--- src/rpu_pkg.sv ---
// Shared types, constants and conversion functions for the raw PCM unpacker.
`timescale 1ns / 1ps
package rpu_pkg;

  // Queue between the framing front end and the result back end.
  localparam int QDEPTH = 4;
  localparam int QPTR_W = $clog2(QDEPTH);

  localparam int CFG_INDEX_W = 3;
  localparam int CFG_DATA_W  = 1;

  // Offset-binary samples become two's complement by flipping the top bit.
  localparam logic [15:0] SIGN_FLIP = 16'h8000;

  typedef enum logic [CFG_INDEX_W-1:0] {
    REG_SIXTEEN_BIT     = 3'd0,
    REG_SIGNED_SAMPLES  = 3'd1,
    REG_STEREO_MODE     = 3'd2,
    REG_BIG_ENDIAN      = 3'd3,
    REG_SKIP_FIRST_BYTE = 3'd4
  } cfg_reg_t;

  typedef struct packed {
    logic sixteen_bit;
    logic signed_samples;
    logic stereo_mode;
    logic big_endian;
    logic skip_first_byte;
  } cfg_t;

  typedef struct packed {
    logic [7:0] data_byte;
    logic       block_start;
  } in_item_t;

  typedef struct packed {
    logic signed [15:0] sample;
    logic               channel;
    logic               frame_last;
  } out_item_t;

  // One finished frame: a mono sample, or a left/right pair.
  typedef struct packed {
    logic        pair;
    logic [15:0] first;
    logic [15:0] second;
  } entry_t;

  function automatic logic [15:0] conv8(input logic [7:0] b, input logic is_signed);
    logic [15:0] v;
    v = {b, 8'h00};
    if (!is_signed) begin
      v = v ^ SIGN_FLIP;
    end
    return v;
  endfunction

  function automatic logic [15:0] conv16(input logic [7:0] first_b, input logic [7:0] second_b,
                                         input logic big, input logic is_signed);
    logic [15:0] v;
    v = big ? {first_b, second_b} : {second_b, first_b};
    if (!is_signed) begin
      v = v ^ SIGN_FLIP;
    end
    return v;
  endfunction

endpackage

--- src/rpu_front.sv ---
// Front end: byte framing, skip handling and sample assembly.
`timescale 1ns / 1ps
module rpu_front (
  input  logic              clk,
  input  logic              rst,
  input  rpu_pkg::cfg_t     cfg,
  input  logic              accept,
  input  rpu_pkg::in_item_t item,
  output logic              entry_valid,
  output rpu_pkg::entry_t   entry
);

  logic [7:0]  pending_byte, pending_byte_next;
  logic [1:0]  frame_position, frame_position_next;
  logic [15:0] held_left, held_left_next;
  logic        skip_armed, skip_armed_next;

  logic        skip_now;
  logic [1:0]  pos;
  logic [15:0] s8;
  logic [15:0] s16;

  always_comb begin
    // A block start clears framing and, in 16-bit mode with the skip set, skips this very byte.
    skip_now = item.block_start ? (cfg.skip_first_byte & cfg.sixteen_bit) : skip_armed;
    pos      = item.block_start ? 2'd0 : frame_position;
    s8       = rpu_pkg::conv8(item.data_byte, cfg.signed_samples);
    s16      = rpu_pkg::conv16(pending_byte, item.data_byte, cfg.big_endian,
                               cfg.signed_samples);

    pending_byte_next   = pending_byte;
    frame_position_next = frame_position;
    held_left_next      = held_left;
    skip_armed_next     = skip_armed;
    entry_valid         = 1'b0;
    entry.pair          = 1'b0;
    entry.first         = s8;
    entry.second        = s8;

    if (accept) begin
      skip_armed_next     = 1'b0;
      frame_position_next = pos;
      if (!skip_now) begin
        priority if (!cfg.sixteen_bit && !cfg.stereo_mode) begin
          frame_position_next = 2'd0;
          entry_valid         = 1'b1;
        end else if (!cfg.sixteen_bit) begin
          if (pos == 2'd0) begin
            held_left_next      = s8;
            frame_position_next = 2'd1;
          end else begin
            frame_position_next = 2'd0;
            entry_valid         = 1'b1;
            entry.pair          = 1'b1;
            entry.first         = held_left;
          end
        end else if (!cfg.stereo_mode) begin
          if (!pos[0]) begin
            pending_byte_next   = item.data_byte;
            frame_position_next = 2'd1;
          end else begin
            frame_position_next = 2'd0;
            entry_valid         = 1'b1;
            entry.first         = s16;
          end
        end else begin
          unique case (pos)
            2'd0: begin
              pending_byte_next   = item.data_byte;
              frame_position_next = 2'd1;
            end
            2'd1: begin
              held_left_next      = s16;
              frame_position_next = 2'd2;
            end
            2'd2: begin
              pending_byte_next   = item.data_byte;
              frame_position_next = 2'd3;
            end
            default: begin
              frame_position_next = 2'd0;
              entry_valid         = 1'b1;
              entry.pair          = 1'b1;
              entry.first         = held_left;
              entry.second        = s16;
            end
          endcase
        end
      end
    end
  end

  always_ff @(posedge clk) begin
    if (rst) begin
      pending_byte   <= '0;
      frame_position <= '0;
      held_left      <= '0;
      skip_armed     <= 1'b0;
    end else begin
      pending_byte   <= pending_byte_next;
      frame_position <= frame_position_next;
      held_left      <= held_left_next;
      skip_armed     <= skip_armed_next;
    end
  end

endmodule

--- src/rpu_queue.sv ---
// Small register queue of finished frames between front and back end.
`timescale 1ns / 1ps
module rpu_queue (
  input  logic            clk,
  input  logic            rst,
  input  logic            wr_en,
  input  rpu_pkg::entry_t wr_data,
  input  logic            rd_en,
  output rpu_pkg::entry_t rd_data,
  output logic            q_full,
  output logic            q_empty
);

  rpu_pkg::entry_t              slots [rpu_pkg::QDEPTH];
  logic [rpu_pkg::QPTR_W-1:0]   wr_ptr;
  logic [rpu_pkg::QPTR_W-1:0]   rd_ptr;
  logic [rpu_pkg::QPTR_W:0]     count;

  assign q_full  = (count == (rpu_pkg::QPTR_W+1)'(rpu_pkg::QDEPTH));
  assign q_empty = (count == '0);
  assign rd_data = slots[rd_ptr];

  always_ff @(posedge clk) begin
    if (wr_en) begin
      slots[wr_ptr] <= wr_data;
    end
  end

  always_ff @(posedge clk) begin
    if (rst) begin
      wr_ptr <= '0;
      rd_ptr <= '0;
      count  <= '0;
    end else begin
      if (wr_en) begin
        wr_ptr <= wr_ptr + 1'b1;
      end
      if (rd_en) begin
        rd_ptr <= rd_ptr + 1'b1;
      end
      unique case ({wr_en, rd_en})
        2'b10:   count <= count + 1'b1;
        2'b01:   count <= count - 1'b1;
        default: count <= count;
      endcase
    end
  end

endmodule

--- src/rpu_back.sv ---
// Back end: splits each queued frame into one or two result items.
`timescale 1ns / 1ps
module rpu_back (
  input  logic               clk,
  input  logic               rst,
  input  rpu_pkg::entry_t    head,
  input  logic               head_empty,
  input  logic               pop,
  output logic               head_done,
  output logic               empty,
  output rpu_pkg::out_item_t result
);

  // Set while the left half of a pair has gone and the right one is shown.
  logic phase;
  logic take;

  assign empty     = head_empty;
  assign take      = pop & ~head_empty;
  assign head_done = take & (~head.pair | phase);

  assign result.sample     = (head.pair & phase) ? head.second : head.first;
  assign result.channel    = head.pair & phase;
  assign result.frame_last = ~head.pair | phase;

  always_ff @(posedge clk) begin
    if (rst) begin
      phase <= 1'b0;
    end else if (take) begin
      phase <= head.pair & ~phase;
    end
  end

endmodule

--- src/raw_pcm_unpacker.sv ---
// Top level of the raw PCM unpacker: config registers, front end, queue, back end.
`timescale 1ns / 1ps
//
//  channel   handshake          payload        direction
//  -------   ---------------    ------------   ---------
//  item      push / full        in_item_t      in   (one raw byte + block start flag)
//  result    empty / pop        out_item_t     out  (Q15 sample, channel, frame_last)
//  config    cfg_write          cfg_index,     in   (no wait, no read-back)
//                               cfg_data
//
//  One byte is taken per cycle unless full. The front end frames it in the cycle it is
//  accepted and writes a finished frame into a four-entry queue; the back end hands
//  out one result item per cycle unless empty, so a stereo frame takes two pops.
//  full rises only when the queue holds four frames that have not been drained.
//  Reset (rst, synchronous) clears framing, the queue and the back-end phase
//  and loads the config defaults: 16-bit, signed, mono, little endian, no skip.
module raw_pcm_unpacker (
  input  logic                                clk,
  input  logic                                rst,
  input  logic                                push,
  output logic                                full,
  input  rpu_pkg::in_item_t                   item,
  output logic                                empty,
  input  logic                                pop,
  output rpu_pkg::out_item_t                  result,
  input  logic                                cfg_write,
  input  logic [rpu_pkg::CFG_INDEX_W-1:0]     cfg_index,
  input  logic [rpu_pkg::CFG_DATA_W-1:0]      cfg_data
);

  rpu_pkg::cfg_t   cfg;
  rpu_pkg::entry_t new_entry;
  rpu_pkg::entry_t head;
  logic            accept;
  logic            new_valid;
  logic            q_full;
  logic            q_empty;
  logic            head_done;

  // Accept a byte whenever the queue has room for the frame it may finish.
  assign full   = q_full;
  assign accept = push & ~q_full;

  // Config registers; indexes outside the list are dropped.
  always_ff @(posedge clk) begin
    if (rst) begin
      cfg.sixteen_bit     <= 1'b1;
      cfg.signed_samples  <= 1'b1;
      cfg.stereo_mode     <= 1'b0;
      cfg.big_endian      <= 1'b0;
      cfg.skip_first_byte <= 1'b0;
    end else if (cfg_write) begin
      unique case (rpu_pkg::cfg_reg_t'(cfg_index))
        rpu_pkg::REG_SIXTEEN_BIT:     cfg.sixteen_bit     <= cfg_data[0];
        rpu_pkg::REG_SIGNED_SAMPLES:  cfg.signed_samples  <= cfg_data[0];
        rpu_pkg::REG_STEREO_MODE:     cfg.stereo_mode     <= cfg_data[0];
        rpu_pkg::REG_BIG_ENDIAN:      cfg.big_endian      <= cfg_data[0];
        rpu_pkg::REG_SKIP_FIRST_BYTE: cfg.skip_first_byte <= cfg_data[0];
        default: begin
        end
      endcase
    end
  end

  // Frame bytes and assemble samples.
  rpu_front u_front (
    .clk         (clk),
    .rst         (rst),
    .cfg         (cfg),
    .accept      (accept),
    .item        (item),
    .entry_valid (new_valid),
    .entry       (new_entry)
  );

  // Hold finished frames until the back end drains them.
  rpu_queue u_queue (
    .clk     (clk),
    .rst     (rst),
    .wr_en   (accept & new_valid),
    .wr_data (new_entry),
    .rd_en   (head_done),
    .rd_data (head),
    .q_full  (q_full),
    .q_empty (q_empty)
  );

  // Advance through the queued frames one result item per pop.
  rpu_back u_back (
    .clk        (clk),
    .rst        (rst),
    .head       (head),
    .head_empty (q_empty),
    .pop        (pop),
    .head_done  (head_done),
    .empty      (empty),
    .result     (result)
  );

endmodule
--- config.mk ---
export PLATFORM = sky130hd
export DESIGN_NAME = raw_pcm_unpacker
export DESIGN_NICKNAME = d
export VERILOG_FILES = /design/src/rpu_pkg.sv /design/src/rpu_front.sv /design/src/rpu_queue.sv /design/src/rpu_back.sv /design/src/raw_pcm_unpacker.sv
export SDC_FILE = /design/constraint.sdc
export NUM_CORES = 1
export LEC_CHECK = 0
export BUFFER_PORTS_ARGS = -buffer_cell sky130_fd_sc_hd__buf_2
export CELL_PAD_IN_SITES_DETAIL_PLACEMENT = 0
export CELL_PAD_IN_SITES_GLOBAL_PLACEMENT = 2
export CORE_MARGIN = 2
export CORE_UTILIZATION = 48
export CTS_CLUSTER_DIAMETER = 200
export CTS_CLUSTER_SIZE = 30
export DETAILED_ROUTE_END_ITERATION = 8
export GPL_TIMING_DRIVEN = 0
export PLACE_DENSITY = 0.88
export SLEW_MARGIN = 20
export SYNTH_ARGS = -nofsm -noshare
export SYNTH_HDL_FRONTEND = slang
export SYNTH_SLANG_ARGS = --single-unit
--- constraint.sdc ---
create_clock -name clk -period 6.8 [get_ports clk]
set_input_delay 1.02 -clock clk [delete_from_list [all_inputs] [get_ports clk]]
set_output_delay 1.02 -clock clk [all_outputs]
set_load 0.01 [all_outputs]
# == After elaboration in Yosys (flattened, before gate mapping) ==
# Memory sizes are Yosys's and may differ from the RTL's. A register that Yosys moved wholly into a read port is not among the register bits.
# Cells that the tools add are included.
# word_totals
reg_bits,39
latchBits,0
ram_bits,132
mem_bits_ro,0
inputBits,18
elab_cells,107
memories,1
# classes
addsub,4
mul,0
n_div,0
order_cmp,0
n_eq_ne,13
shift,0
n_mux,44
bitwise,16
reduce_logical,17
# memory_table
memory,words,width,rd,rd_clocked_by_memory_dff,write_ports,line_no,rtl
u_queue.slots,4,33,1,1,1,rpu_queue.sv:14,rpu_pkg::entry_t slots [rpu_pkg::QDEPTH];
# ops
operator,n
$mux 16,12
$mux 33,4
$mux 17,2
$mux 8,3
$mux 1,14
$mux 2,7
$reduce_and 6->1,2
$reduce_and 2->1,5
$not 1->1,8
$and 1x1->1,7
$eq 3x2->1 const B,2
$eq 3x3->1 const B,2
$logic_not 3->1,2
$ne 2x2->1 const B,3
$pmux 2 s3,1
$pmux 3 s2,1
$add 2x1->2 const B,2
$eq 2x1->1 const B,2
$eq 2x2->1 const B,2
$reduce_bool 2->1,2
$add 3x1->3 const B,1
$eq 3x1->1 const B,1
$reduce_or 3->1,1
$sub 3x1->3 const B,1
other kinds (6),7

# == Logic depth before layout (Yosys ltp) ==
# Gate-level depths: netlist (run 1).
# depth
ltp_word,12
mapped_depth,14
depth_no_buf,13

# == Modules after synthesis ==
# A second synthesis (run 1) with hierarchy kept.
# unflattened
cells_unflattened,492
area_unflattened_um2,7761.2
# modules_own_cells
module,instances,cells_each,area_each_um2,seq_area_each_um2
rpu_queue,1,220,5242.5,4144.0
rpu_front,1,221,1953.1,520.5
rpu_back,1,27,305.3,20.0
raw_pcm_unpacker,1,24,260.2,100.1

# == Worst setup path before layout (run 1) ==
# OpenSTA, ideal clock, no wires.
# synth_timing
path_type,input to register
startpoint,in item[0] (netlist name)
endpoint,"mem u_queue.slots[0][0] (netlist name), enable pin"
arrival_ps,3228
path_slack_ps,3178
stages,8
path_buffers,1
cell_sequence,nor2b_2 -> inv_1 -> clkbuf_1 -> ha_1 -> nor2_1 -> a21oi_1 -> a221oi_2 -> and2_1
# synth_via
elab_chain_cells,12
elab_cells_between_ends,17
cone_classes,eq/ne: 2; mux: 12; bitwise: 1; reduce/logical: 2
# synth_lines
element,line_no,rtl
from (decl),raw_pcm_unpacker.sv:22,"input rpu_pkg::in_item_t item,"
$mux 2,rpu_front.sv:26,pos = item.block_start ? 2'd0 : frame_position;
"$eq 2x2->1, or another cell as far along",rpu_front.sv:67,unique case (pos)
$reduce_or 3->1 (no source line),-,
$mux 1,rpu_front.sv:67,
$mux 1,rpu_front.sv:57,end else if (!cfg.stereo_mode) begin
$mux 1,rpu_front.sv:47,end else if (!cfg.sixteen_bit) begin
$mux 1,rpu_front.sv:44,priority if (!cfg.sixteen_bit && !cfg.stereo_mode) begin
$mux 1 (*),rpu_front.sv:43,if (!skip_now) begin
$mux 1 (*),rpu_front.sv:40,if (accept) begin
$and 1x1->1 (*),raw_pcm_unpacker.sv:80,".wr_en (accept & new_valid),"
$mux 1 (*),rpu_queue.sv:24,if (wr_en) begin
$mux 1 (implied by the code) (*),rpu_queue.sv:25,slots[wr_ptr] <= wr_data;
to (decl),rpu_queue.sv:14,
# Mark *: on every way between the ends. The rest lies on a longest branch, timed or not.

# == Worst setup path in the final report (run 1) ==
# layout_timing
startpoint,in item[0] (netlist name)
endpoint,reg u_queue.count[2] (netlist name)
# layout_via
elab_chain_cells,12
elab_cells_between_ends,19
cone_classes,eq/ne: 4; mux: 11; bitwise: 1; reduce/logical: 3
# layout_lines
element,line_no,rtl
$mux 2,rpu_front.sv:26,
"$eq 2x2->1, or another cell as far along",rpu_front.sv:67,
$reduce_or 3->1 (no source line),-,
$mux 1,rpu_front.sv:67,
$mux 1,rpu_front.sv:57,
$mux 1,rpu_front.sv:47,
$mux 1,rpu_front.sv:44,
$mux 1 (*),rpu_front.sv:43,
$mux 1 (*),rpu_front.sv:40,
$and 1x1->1 (*),raw_pcm_unpacker.sv:80,
$eq 2x1->1 or $eq 2x2->1 (tied branches),rpu_queue.sv:41,"unique case ({wr_en, rd_en})"
$pmux 3 s2 or $reduce_bool 2->1 (tied branches),-,
to (signal assigned),rpu_queue.sv:42,2'b10: count <= count + 1'b1;
to (signal assigned),rpu_queue.sv:43,2'b01: count <= count - 1'b1;
to (signal assigned),rpu_queue.sv:44,default: count <= count;
to (decl),rpu_queue.sv:17,logic [rpu_pkg::QPTR_W:0] count;
# Marks and branches as above.
# A chain may end at the register's enable or synchronous reset.

==> results.md, run 1 <==
- Status: completed
- Fin. max-slew vios: 0
- Layout cells sized above 1: 25.76%
- Psw: 0.4974 mW
- Worst r2r dst: u_queue.count[2]
- Fin crit share: between 50% and 60%
- Clk_lat worst skew: 420 ps
- Minimum clock period: 3737 ps
- Number of global-route vias before repair: 4496
- Mapped cell area: 7711 µm²
- Hold EP: u_front.frame_position[1]
- H-tree depth: 4
- Drt wl/cell: a little over 20 µm
- Hold_buf cts: 0
- Logic gate share of total power: 6.5%
- Vias per std cell: 5.689
- Most frequent cell after synthesis: edfxtp_1
- Sequential power share: 49.9%
- CP Depth: 15
- Clock tree buffer depth: 2
- Post-synthesis sequential area ratio: just over 60%
- R2R cell count: 14
- CP endpoint kind: flip-flop
- Ports: 38
- GRT Total Usage: approximately a fifth
- Die H: 130.7 µm
- Placed cells: 778
- Pre-CTS WS: approximately 2700 ps
- CTS root buffer: clkbuf_16
- Share of the synthesized area in the top cell type: 51.40%
- Worst vdd ir: 0.1798 mV
- Int Power: ~1.8 mW
- First drt pass iteration count: 5
- Power density over the cells: 261.5 nW/µm²
- Slowest CP cell: a221oi_2
- Die ar.: 17090 µm²
- Net Sw Frac: roughly a fifth
- Cell-by-cell trace of the critical path: buf_2 > nor2b_2 > inv_1 > clkbuf_1 > ha_1 > nor2_1 > a21oi_1 > a221oi_2 > inv_1 > ha_1 > inv_1 > fa_1 > xor2_1 > or3_1 > a21oi_1
- First-pass GRT wire length: 25010 µm
- MaxCap Viol Count: 0
- Yosys Warn Count: 0
- Drt drc: 0
- Die W: 130.7 µm
- Post-CTS sizing: 0
- Min-delay src: u_front.frame_position[1]
- Worst min path class: flip-flop to flip-flop
- Clock sink total: between 150 and 200
- Depth of the worst hold-timing path: 2
- Top delay family on crit path: adder cells
- Worst Clk Skew: 7.250 ps
- Remaining antenna violation count: 0
- Crit path kind: primary input to flip-flop
- Reg-to-reg slack, setup: 3440 ps
- Yosys reg bits: 173
- Non-Filler Instances: a little over 800
- GRT overflow: 0
- Final setup violation count: 0
- Count of flip-flops with a built-in enable after synthesis: between 100 and 150
- Fraction of registers with async set/reset: 0%
- Slew @ Worst Pin: 837.7 ps
- Via count: 4608
- Final hold violations: 0
- Core ar.: ~16000 µm²
- Largest net degree at the start of global routing: 19
- DP Wirelength: 11380 µm
- Synth area leader: edfxtp_1
- Top cells by area, synth: edfxtp_1 51%, dfxtp_1 11%, mux4_2 9.6%
- Layout net count: 608
- CTS tree: yes
- Port Buf Inserts: 36
- GP Congestion: 0.8469
- CP Max Fanout: 10
- Diodes inserted: 0
- CP max stage delay: 530 ps
- CP startpoint kind: primary input
- Top cells by count, synth: 132 x edfxtp_1, 41 x dfxtp_1, 33 x a21oi_1, 33 x mux4_2, 29 x nand2_1
- Initial DRC Count: 345
- Syn avg cell area: 14.77 µm²
- Drt total wl: about 16000 µm
- R2R Path Start: u_front.frame_position[0]
- Rel. slew slack: a little over two fifths
- Clock Power Share: 43.6%
- Worst path bufs/invs: 5
- Unrepaired setup endpoints after global routing: no
- Yosys cell types: between 50 and 60
- Syn nets: ~550
- Fmax achieved: ~270 MHz
- Leakage Power: 3.005 nW
- Initial Util: 48.90%
- Cell mode on critical path: inv_1
- # Post-CTS Setup Buffers: 0
- CP Data Required Time: 7150 ps
- Row cnt: 46
- Syn Inst Count: 522
- Area growth, synth to finish: 15.38%
- Total negative slack: 0 ps
- Synth Flop Type: edfxtp_1
- Crit path DAT: ~4000 ps
- Initial antenna violation count: 0
- Setup ws final: 3063 ps
- Clock slew at reported path FFs: 60 ps
- Inserted Clock Buffers: 17
[registers in the layout, indices dropped and copies added, names as in the netlist, named ones only]
name,flops
u_front.frame_position,2
u_queue.slots,132
u_queue.wr_ptr,2
cfg,5
u_queue.count,3
u_queue.rd_ptr,2
u_back.phase,1
u_front.held_left,16
u_front.pending_byte,8
[power by group through the flow]
stage                     Clock [mW]  Sequential [mW]  Combinational (mW)
after floorplan                    0             1.18              0.0974
after global placement             0             1.18               0.144
after detailed placement           0             1.18               0.151
after CTS                       1.03             1.16               0.152
after global routing            1.06             1.16               0.165
final                           1.01             1.16               0.151
[stage by stage]
stage               utilization [%]  power [mW]  area, µm²  hold slack [ps]
global placement              51.75       1.328       8162            439.9
CTS                           56.42       2.341       8897            457.7
finish                        56.42       2.327       8897            452.9
global route                  56.42       2.393       8897            490.2
detailed placement            52.48       1.336       8277            449.2
floorplan                         -       1.279       7711            432.4
[layout by cell type, fill, tap and decap left out, types with 8 or more instances in the layout]
master,count
mux2_2,15
inv_1,16
mux2_1,16
o2bb2ai_1,8
nand3_1,10
nor2_1,26
edfxtp_1,132
o22ai_1,8
clkbuf_16,17
ha_1,8
or4_1,10
mux2i_1,19
dfxtp_1,41
a311oi_1,8
a21oi_1,33
clkbuf_1,14
o21ai_0,12
buf_2,47
nand2_1,29
mux4_2,33
[cell families after synthesis]
kind of cell | after synthesis | share of synthesized area [%]
compound gates | 98 | 8.665
xor+xnor | 6 | 0.6816
mux | 83 | 16.63
flops | 173 | 62.05
simple gates | 104 | 7.351
fa+ha+maj | 9 | 1.558
buf+inv | 49 | 3.066
[per-layer routing]
metal	vias up	routed length [µm]	track usage (%)
met3	19	667	3.176
met4	0	265	7.572
met5	-	0	0
met1	2293	7496	27.07
met2	125	7983	33.52
li1	2171	-	-
[area by class of cell]
type	count	area, µm²
Inverter	16	60.06
Tap cell	216	270.3
Buffer	33	176.4
Clock inverter	13	187.7
Multi-Input combinational cell	300	2695
Timing Repair Buffer	40	290.3
Clock buffer	19	432.9
Fill cell	1306	6873
Sequential cell	173	4785
[worst reg2reg max path, delay by kind of cell, from the launching register on]
family          cells  cell delay, ps
xor+xnor            1              70
flops               1             340
compound gates      3             750
buf+inv             4             590
fa+ha+maj           3             760
simple gates        3             760
[worst max path at each step]
stage | from | endpoint | slack [ps]
after floorplan | item[0] | u_queue.slots[0][0] | 3180
after global placement | item[0] | u_queue.slots[0][29] | 2030
after detailed placement | item[0] | u_queue.count[2] | 2670
after CTS | item[0] | u_queue.count[2] | 3100
after global routing | item[0] | u_queue.count[2] | 2780
final | item[0] | u_queue.count[2] | 3060
Power figures use the tool's default switching activity.
==> inputs of run 2 (changes only) <==
ABC_AREA = 1   (was not set)
CORE_UTILIZATION = 39   (was 48)
PLACE_DENSITY = 0.84   (was 0.88)
clock period = 3.68 ns   (was 6.8 ns; I/O delays follow)
==> run 2 against run 1 <==
  * Via count rose by 36%
  * Routed wire length rose by 39%
  * Synthesized cell count rose by 70%
  * Final cell count rose by 52%
  * Register-to-register slack got worse by 3000 ps
  * Count of clock-buffer cells in the layout fell by 2
  * Hold slack got worse by 75 ps
  * Critical path type is now flip-flop to flip-flop
==> results.md, run 2 <==
- Fill count: 2040 (was 1306)
- Initial DRC Count: 481 (was 345)
- Synth area leader: edfxtp_1 (unchanged)
- Largest register FFs: 132 (unchanged)
- Fin crit share: 87.38%
- Drt wl/cell: 18.51 µm (was 20.26 µm)
- Post-synthesis sequential area ratio: 59.31% (was 62.05%)
- Status: completed (unchanged)
- Layout net count: 975 (was 608)
- Largest Register: u_queue.slots (unchanged)
- CTS tree: yes (unchanged)
- Leakage Power: 3.591 nW (was 3.005 nW)
- First drt pass iteration count: 5 (unchanged)
- Drt drc: 0 (unchanged)
- Yosys reg bits: 173 (unchanged)
- Crit path kind: flip-flop to flip-flop (was primary input to flip-flop)
- Most frequent cells in the layout: 181 x nand2_1, 158 x nor2_1, 132 x edfxtp_1 (was 132 x edfxtp_1, 47 x buf_2, 41 x dfxtp_1)
- Setup ws final: 464.6 ps (was 3063 ps)
- CTS root buffer: clkbuf_16 (unchanged)
- Hold_buf cts: 0 (unchanged)
- Clock slew at reported path FFs: 70 ps (was 60 ps)
- Share of the synthesized area in the top cell type: 49.13% (was 51.40%)
- CP Data Required Time: 4000 ps (was 7150 ps)
- Syn Inst Count: 888 (was 522)
- Drt total wl: 22760 µm (was 16410 µm)
- MaxCap Viol Count: 0 (unchanged)
- Core ar.: 20300 µm² (was 15770 µm²)
- Row cnt: 52 (was 46)
- Power density over the cells: 495.6 nW/µm² (was 261.5 nW/µm²)
- Syn nets: 915 (was 549)
- Clock tree buffer depth: 2 (unchanged)
- Inserted Clock Buffers: 17 (unchanged)
- Clock sink total: 173 (unchanged)
- Remaining antenna violation count: 0 (unchanged)
- DP Wirelength: 15990 µm (was 11380 µm)
- Layout cells sized above 1: 11.25% (was 25.76%)
- Clk_lat worst skew: 430 ps (was 420 ps)
- Slowest CP cell: fa_1 (was a221oi_2)
- H-tree depth: 4 (unchanged)
- Largest net degree at the start of global routing: 22 (was 19)
- Yosys Warn Count: 0 (unchanged)
- Die ar.: 21850 µm² (was 17090 µm²)
- Synth Flop Type: edfxtp_1 (unchanged)
- Fraction of registers with async set/reset: 0% (unchanged)
- Cell-by-cell trace of the critical path: nand2_1 > buf_2 > buf_2 > ha_1 > inv_1 > nor2_1 > inv_1 > nand2_1 > nand2_1 > nand2_2 > ha_1 > inv_1 > fa_1 > a21oi_1 > o21ai_0 > o21ai_0 > a21oi_1 (was buf_2 > nor2b_2 > inv_1 > clkbuf_1 > ha_1 > nor2_1 > a21oi_1 > a221oi_2 > inv_1 > ha_1 > inv_1 > fa_1 > xor2_1 > or3_1 > a21oi_1)
- First-pass GRT wire length: 35240 µm (was 25010 µm)
- Worst min path class: primary input to flip-flop (was flip-flop to flip-flop)
- CP max stage delay: 440 ps (was 530 ps)
- Count of flip-flops with a built-in enable after synthesis: 132 (unchanged)
- Post-CTS sizing: 0 (unchanged)
- Final setup violation count: 0 (unchanged)
- Die W: 147.8 µm (was 130.7 µm)
- Leading cell type in the layout, fill and taps excluded: nand2_1 (was edfxtp_1)
- GRT overflow: 0 (unchanged)
- Mapped cell area: 8068 µm² (was 7711 µm²)
- Footprint of the multi-input gates: 2880 µm² (was 2695 µm²)
- Number of global-route vias before repair: 6221 (was 4496)
- Initial antenna violation count: 0 (unchanged)
- Final hold violations: 0 (unchanged)
- Fmax achieved: 311.0 MHz
- GRT Total Usage: 21.76% (was 20.18%)
- Via count: 6264 (was 4608)
- Most frequent cell after synthesis: nand2_1 (was edfxtp_1)
- Worst Clk Skew: 9.376 ps (was 7.250 ps)
- Worst vdd ir: 0.3531 mV (was 0.1798 mV)
- Initial Util: 39.74% (was 48.90%)
- Pre-CTS WS: 78.30 ps (was 2666 ps)
- # Post-CTS Setup Buffers: 0 (unchanged)
- Vias per std cell: 5.093 (was 5.689)
- Rel. slew slack: 45.53% (was 43.95%)
- GP Congestion: 0.8121 (was 0.8469)
- Slew @ Worst Pin: 808.6 ps (was 837.7 ps)
- Top flop regs: u_queue.slots x132, u_front.held_left x16, u_front.pending_byte x8 (unchanged)
- Yosys cell types: 35 (was 59)
- Area growth, synth to finish: 15.00% (was 15.38%)
- Crit path DAT: 3530 ps (was 4080 ps)
- Port Buf Inserts: 37 (was 36)
- CP endpoint kind: flip-flop (unchanged)
- Top cells by count, synth: 181 x nand2_1, 162 x nor2_1, 132 x edfxtp_1 (was 132 x edfxtp_1, 41 x dfxtp_1, 33 x a21oi_1, 33 x mux4_2, 29 x nand2_1)
- CP Max Fanout: 10 (unchanged)
- Register area: 4785 µm² (unchanged)
- Unrepaired setup endpoints after global routing: no (unchanged)
- Worst hold slack: 378.1 ps (was 452.9 ps)
- Minimum clock period: 3215 ps
- Ports: 38 (unchanged)
- Die H: 147.8 µm (was 130.7 µm)
- CP startpoint kind: flip-flop (was primary input)
- Diodes inserted: 0 (unchanged)
- Top cells by area, synth: edfxtp_1 49%, dfxtp_1 10%, nand2_1 8.4% (was edfxtp_1 51%, dfxtp_1 11%, mux4_2 9.6%)
- Fin. max-slew vios: 0 (unchanged)
- Syn avg cell area: 9.085 µm² (was 14.77 µm²)
## run 2: report_power, final
part           leakage (nW)  switching (mW)  internal [mW]
registers              1.56          0.0342           2.16
clock network         0.262           0.744          0.926
logic                  1.77           0.513          0.220
total                  3.59            1.29           3.31
## run 2: path summary, 6_finish.rpt
kind	slack (ps)	cells after the start	endpoint	from
worst min-delay path	380	2	u_front.frame_position[1]	rst
worst min register to register	450	2	cfg[0]	cfg[0]
worst max register to register	460	17	u_queue.count[2]	u_front.frame_position[0]
worst max-delay path	460	17	u_queue.count[2]	u_front.frame_position[0]
## run 2: cell type report
class / count / share of cell area (%)
clock buffer: 17 / 4.585
inverter: 58 / 2.401
timing repair buffer: 41 / 3.183
tap: 270 / 3.641
clock inverter: 14 / 1.308
multi-input combinational: 613 / 31.05
buffer: 44 / 2.266
sequential: 173 / 51.57
## run 2: stage by stage
stage	instances	util, %	total power, mW	TNS, ps	cell area (µm²)
2_1_floorplan	888	-	2.682	0	8068
3_3_place_gp	1195	42.32	2.957	-185040	8591
3_5_place_dp	1199	43.01	2.969	0	8731
4_1_cts	1230	45.70	4.627	0	9278
5_1_grt	1230	45.70	4.798	0	9278
6_report	1230	45.70	4.598	0	9278
## run 2: cell families after synthesis
logic type	synth area share (%)
AO/OA/AOI/OAI	13.90
XOR/XNOR	0.1086
adder cells (fa/ha/maj)	1.489
buffers and inverters	5.366
flip-flops	59.31
AND/OR/NAND/NOR	19.84
## run 2: worst max-delay path: cells and delay by family, from the launching register on
kind                     cells  cell delay, ps
adder cells (fa/ha/maj)      3             850
AND/OR/NAND/NOR              5             650
AO/OA/AOI/OAI                4             450
flip-flops                   1             320
buffers and inverters        5             830
## run 2: routing by layer
layer  global-route usage [%]  part of all wire [%]  vias up
li1                         -                     -     3145
met1                    29.24                    46     2908
met2                    36.12                    47      176
met3                    2.654                   4.4       35
met4                    8.524                   2.5        0
met5                        0                     0        -
